<file path="config.mk">
export PLATFORM = sky130hd
export DESIGN_NAME = pfe_controller
export DESIGN_NICKNAME = d
export VERILOG_FILES = /design/src/pfe_pkg.sv /design/src/pfe_controller.sv
export SDC_FILE = /design/constraint.sdc
export NUM_CORES = 1
export LEC_CHECK = 0
export BUFFER_PORTS_ARGS = -buffer_cell sky130_fd_sc_hd__buf_4
export CAP_MARGIN = 20
export CORE_MARGIN = 2
export CORE_UTILIZATION = 53
export DETAILED_ROUTE_END_ITERATION = 6
export PLACE_DENSITY = 0.83
export SYNTH_ARGS = -nofsm -noshare
export SYNTH_HDL_FRONTEND = slang
export SYNTH_SLANG_ARGS = --single-unit
</file>
<file path="constraint.sdc">
create_clock -name i_clk -period 3 [get_ports i_clk]
set_input_delay 0.3 -clock i_clk [delete_from_list [all_inputs] [get_ports i_clk]]
set_output_delay 0.3 -clock i_clk [all_outputs]
set_load 0.01 [all_outputs]
</file>
<file path="src/pfe_pkg.sv">
// Shared types and constants of the postfix expression evaluator.
// Holds operation and status codes and the controller/datapath command and status structs.
// No dependencies.
`default_nettype none

package pfe_pkg;

    localparam int DATA_W          = 32;
    localparam int OP_W            = 3;
    localparam int ST_W            = 2;
    localparam int STACK_DEPTH_DEF = 128;

    typedef enum logic [OP_W-1:0] {
        OP_PUSH = 3'd0,
        OP_ADD  = 3'd1,
        OP_SUB  = 3'd2,
        OP_MUL  = 3'd3,
        OP_DIV  = 3'd4
    } t_op;

    typedef enum logic [ST_W-1:0] {
        ST_OK        = 2'd0,
        ST_UNDERFLOW = 2'd1,
        ST_OVERFLOW  = 2'd2,
        ST_DIVZERO   = 2'd3
    } t_status;

    typedef enum logic [1:0] {
        RD_NONE   = 2'd0,
        RD_TOP    = 2'd1,
        RD_SECOND = 2'd2
    } t_rd_sel;

    typedef struct packed {
        logic    load_in;
        logic    push;
        t_rd_sel rd_sel;
        logic    cap_right;
        logic    cap_left;
        logic    exec;
        logic    div_start;
        logic    div_take;
        logic    write_res;
        logic    note_err;
        t_status err_code;
        logic    load_out;
    } t_dp_cmd;

    typedef struct packed {
        t_op  op;
        logic eoe;
        logic full;
        logic lt2;
        logic right_zero;
        logic div_done;
        logic out_busy;
    } t_dp_sts;

endpackage

`default_nettype wire

</file>
<file path="src/pfe_controller.sv">
// Controller state machine of the postfix expression evaluator.
// Sequences each token through the datapath by command and status structs. Depends on pfe_pkg.
`default_nettype none

module pfe_controller (
    input  wire logic             i_clk,
    input  wire logic             i_rst_n,
    input  wire logic             i_in_valid,
    output logic                  o_in_ready,
    input  wire pfe_pkg::t_dp_sts i_sts,
    output pfe_pkg::t_dp_cmd      o_cmd
);
    import pfe_pkg::*;

    typedef enum logic [9:0] {
        S_IDLE   = 10'b00_0000_0001,
        S_DECODE = 10'b00_0000_0010,
        S_RD_R   = 10'b00_0000_0100,
        S_RD_L   = 10'b00_0000_1000,
        S_GET_L  = 10'b00_0001_0000,
        S_EXEC   = 10'b00_0010_0000,
        S_DIV    = 10'b00_0100_0000,
        S_WRITE  = 10'b00_1000_0000,
        S_FINISH = 10'b01_0000_0000,
        S_RESULT = 10'b10_0000_0000
    } t_state;

    t_state r_state;
    t_state n_state;

    always_comb begin
        n_state    = r_state;
        o_cmd      = '0;
        o_in_ready = 1'b0;
        unique case (r_state)
            S_IDLE: begin
                o_in_ready = 1'b1;
                if (i_in_valid) begin
                    o_cmd.load_in = 1'b1;
                    n_state       = S_DECODE;
                end
            end
            S_DECODE: begin
                n_state = S_FINISH;
                unique case (i_sts.op) inside
                    OP_PUSH: begin
                        if (i_sts.full) begin
                            o_cmd.note_err = 1'b1;
                            o_cmd.err_code = ST_OVERFLOW;
                        end else begin
                            o_cmd.push = 1'b1;
                        end
                    end
                    OP_ADD, OP_SUB, OP_MUL, OP_DIV: begin
                        if (i_sts.lt2) begin
                            o_cmd.note_err = 1'b1;
                            o_cmd.err_code = ST_UNDERFLOW;
                        end else begin
                            n_state = S_RD_R;
                        end
                    end
                    default: n_state = S_FINISH;
                endcase
            end
            S_RD_R: begin
                o_cmd.rd_sel = RD_TOP;
                n_state      = S_RD_L;
            end
            S_RD_L: begin
                o_cmd.rd_sel    = RD_SECOND;
                o_cmd.cap_right = 1'b1;
                n_state         = S_GET_L;
            end
            S_GET_L: begin
                o_cmd.cap_left = 1'b1;
                n_state        = S_EXEC;
            end
            S_EXEC: begin
                if (i_sts.op != OP_DIV) begin
                    o_cmd.exec = 1'b1;
                    n_state    = S_WRITE;
                end else if (i_sts.right_zero) begin
                    o_cmd.exec     = 1'b1;
                    o_cmd.note_err = 1'b1;
                    o_cmd.err_code = ST_DIVZERO;
                    n_state        = S_WRITE;
                end else begin
                    o_cmd.div_start = 1'b1;
                    n_state         = S_DIV;
                end
            end
            S_DIV: begin
                if (i_sts.div_done) begin
                    o_cmd.div_take = 1'b1;
                    n_state        = S_WRITE;
                end
            end
            S_WRITE: begin
                o_cmd.write_res = 1'b1;
                n_state         = S_FINISH;
            end
            S_FINISH: begin
                if (i_sts.eoe) begin
                    o_cmd.rd_sel = RD_TOP;
                    n_state      = S_RESULT;
                end else begin
                    n_state = S_IDLE;
                end
            end
            S_RESULT: begin
                if (!i_sts.out_busy) begin
                    o_cmd.load_out = 1'b1;
                    n_state        = S_IDLE;
                end
            end
            default: n_state = S_IDLE;
        endcase
    end

    always_ff @(posedge i_clk) begin
        if (!i_rst_n) begin
            r_state <= S_IDLE;
        end else begin
            r_state <= n_state;
        end
    end

endmodule

`default_nettype wire

</file>
==> results.py <==
metrics = {
    "worst_setup_path": {
        "timing.critical_path.to_type": "primary output",
        "r2r_setup_slack_ns": 1.19,
        "cp.arrival_ns": 1.99,
        "r2r-start": "r_state[2]$_SDFFE_PN0P_",
        "crit_buf_inv": 1,
        "slowest_stage": "or4_4",
        "rr_endpoint": "r_state[8]$_SDFFE_PN0P_",
        "cp_cell_sequence": "nor4_4, nand2_4, or4_4, o21ai_1, buf_4",
        "ff2ff_path_depth": 5,
        "cp_max_fo": 6,
        "slowest_delay_ns": 0.53,
        "crit_required_ns": 2.70,
        "crit_family": "simple AND/OR/NAND/NOR gates",
        "start_kind": "register",
        "crit_type": "reg -> out",
    },
    "routing": {
        "drt-pass1-iter-count": 7,
        "wirelength_um": 1997,
        "wire_per_inst_um": 13.77,
        "route.detailed.drc": 0,
        "vias": 829,
        "postRouteAntennaNets": 0,
        "first_iter_violations": 10,
        "via_per_inst": 5.717,
    },
    "cts": {
        "insertion_delay_ns": 0.25,
        "clock-root-buffer": "clkbuf_4",
        "cts_made_buffers": 3,
        "cts_max_level": 1,
        "clk_pin_slew_worst_paths_ns": 0.07,
        "cts_resized": 0,
        "cts_max_path_buffers": 2,
        "cts_tree": "built",
        "cts_sinks": 10,
        "cts_hold_buf": 0,
        "cts_setup_buffers": 0,
    },
    "place": {
        "numPortBuffers": 26,
        "dp_hpwl_um": 1665,
        "routabilityCongestion": 0.8671,
        "place_area_sq_um": 1026,
    },
    "global_route": {
        "overflow": 0,
        "grt_pass1_wl_um": 3243,
        "antenna_found_initial": 0,
        "track_usage_pct": 22.24,
        "grt_max_degree": 10,
        "grt_pass1_vias": 755,
    },
    "yosys": {
        "synth_area_sq_um": 825.8,
        "ys_ff_latch": 10,
        "synth_fp_nets": 114,
        "synth.distinct_cells": 45,
        "yosysTopAreaCell": "dfxtp_1",
        "synth.area.top_cells": "dfxtp_1, nor2_1, nor4_4",
        "avgSynthCellArea_sq_um": 8.096,
        "synthCells": 102,
        "seq_area_frac_synth_pct": 24.24,
        "ys_warn_count": 0,
        "synth_top_cell_area_share_pct": 24.24,
    },
    "floorplan": {
        "die_y_um": 43.47,
        "die_area_sq_um": 1890,
        "die-width_um": 43.47,
        "core-area_sq_um": 1489,
        "fp-row-count": 14,
        "initial_core_util_pct": 55.46,
        "io_pins": 27,
    },
    "timing": {
        "hold_viol": 0,
        "post-route-period-util_pct": 76.20,
        "setup_tns_ns": 0,
        "finClkSkew_ns": 0.002529,
        "setup_viol": 0,
        "worst_slew_pin_slew_ns": 0.4105,
        "slew_violations": 0,
        "rsz0062_at_grt": "no",
        "holdWs_ns": 0.2889,
        "max_freq_mhz": 437.5,
        "max_slew_margin_pct": 72.43,
        "fin_crit_ns": 2.286,
    },
    "cells_and_area": {
        "multi_input_area_sq_um": 584.3,
        "fin_area_sq_um": 1062,
        "final_cell_mix": "buf_4, nor2_1, dfxtp_1",
        "antennaDiodeCount": 0,
        "final_common_cell": "buf_4",
        "fin_nets": 142,
        "syn2layout_area_growth_pct": 28.64,
        "regArea_sq_um": 200.2,
        "final_layout_size_suffix_gt1_share_pct": 34.88,
        "reg.largest.list": "r_state x10",
        "largest-register": "r_state",
        "largest_register_ffs": 10,
        "fillers": 118,
    },
    "job": {
        "cap_violations": 0,
    },
    "run_status": {
        "status": "completed",
    },
    "hold_path": {
        "whs_path_depth": 2,
        "min_to": "r_state[6]$_SDFFE_PN0P_",
        "hold_path.startpoint": "i_rst_n",
        "hp-class": "in -> reg",
    },
    "pwr": {
        "power.density_nw_per_um2": 448.6,
        "peakVddDrop_mv": 0.4216,
        "p_leak_nw": 0.4700,
    },
}
==> stage by stage <==
step                      total power [mW]  instances  utilization [%]  setup slack, ns
after detailed placement            0.3625        141            68.91           0.9885
after CTS                           0.4780        145            71.34           0.7143
after floorplan                     0.3002        102                -            1.169
after global placement              0.3564        141            68.91            1.068
final                               0.4765        145            71.34           0.7141
after global routing                0.5061        145            71.34           0.6348
==> routing by layer <==
| metal | up-vias | part of all wire [%] | global-route usage [%] |
|---|---|---|---|
| met2 | 28 | 48 | 36.42 |
| met5 | - | 0 | 0 |
| met3 | 2 | 5.3 | 3.750 |
| li1 | 427 | - | - |
| met4 | 0 | 0.35 | 4.242 |
| met1 | 372 | 46 | 31.17 |
==> where the power goes <==
| group | total, mW | leakage (nW) | switching [mW] | internal, mW |
|---|---|---|---|---|
| combinational | 0.193 | 0.368 | 0.101 | 0.0920 |
| sequential | 0.167 | 0.0811 | 0.0227 | 0.144 |
| clock | 0.116 | 0.0210 | 0.0427 | 0.0734 |
==> worst max path at each step <==
| stage | startpoint | to | slack, ns | cells after the start |
|---|---|---|---|---|
| floorplan | r_state[6]$_SDFFE_PN0P_ | o_cmd[1] | 1.17 | 5 |
| global placement | r_state[2]$_SDFFE_PN0P_ | o_cmd[3] | 1.07 | 5 |
| detailed placement | r_state[2]$_SDFFE_PN0P_ | o_cmd[3] | 0.99 | 5 |
| CTS | r_state[2]$_SDFFE_PN0P_ | o_cmd[3] | 0.71 | 5 |
| global route | r_state[2]$_SDFFE_PN0P_ | o_cmd[1] | 0.63 | 5 |
| finish | r_state[2]$_SDFFE_PN0P_ | o_cmd[3] | 0.71 | 5 |
==> cells in the mapped netlist <==
cell and number:
a21boi_2 1, nor4_4 2, or3_1 2, nor4_2 2
dfxtp_1 10, or3_4 2, and2_1 1, o32ai_1 1
o21ba_1 1, buf_2 2, o2111ai_1 1, or4_4 1
o22ai_1 1, clkbuf_2 1, a21boi_1 1, nand2b_1 1
o211ai_1 2, a21o_1 1, and2b_1 1, nor4b_2 1
nor2_1 14, a21oi_1 4, xor2_1 2, inv_1 7
nor3_2 1, a21boi_0 1, nand3_2 1, and3_1 3
o2111a_1 1, nand4_1 1, nand3b_1 4, or2_2 1
nand4b_1 1, and4bb_1 1, o21a_1 1, nor3_1 2
nor2b_1 1, nand3_1 2, a31oi_1 1, o21ai_0 4
nor4b_4 1, nand2b_2 1, nand2_1 8, nand2_4 1
o21ai_1 3
==> kinds of logic (layout without fill, tap and decap cells) <==
logic type	Yosys count	in the layout	synth area share (%)
AOI/OAI and AO/OA	24	24	19.70
xor gates and xnor gates	2	2	2.122
buffers and inverters	10	37	5.000
DFF	10	10	24.24
and+or+nand+nor	56	56	48.94
==> final cells by class <==
cell class | instances | share of cell area [%]
Multi-Input combinational cell | 82 | 55.01
Sequential cell | 10 | 18.85
Timing Repair Buffer | 26 | 18.37
Clock buffer | 4 | 3.416
Inverter | 7 | 2.473
Tap cell | 16 | 1.885
(Power assumes the default switching activity.)
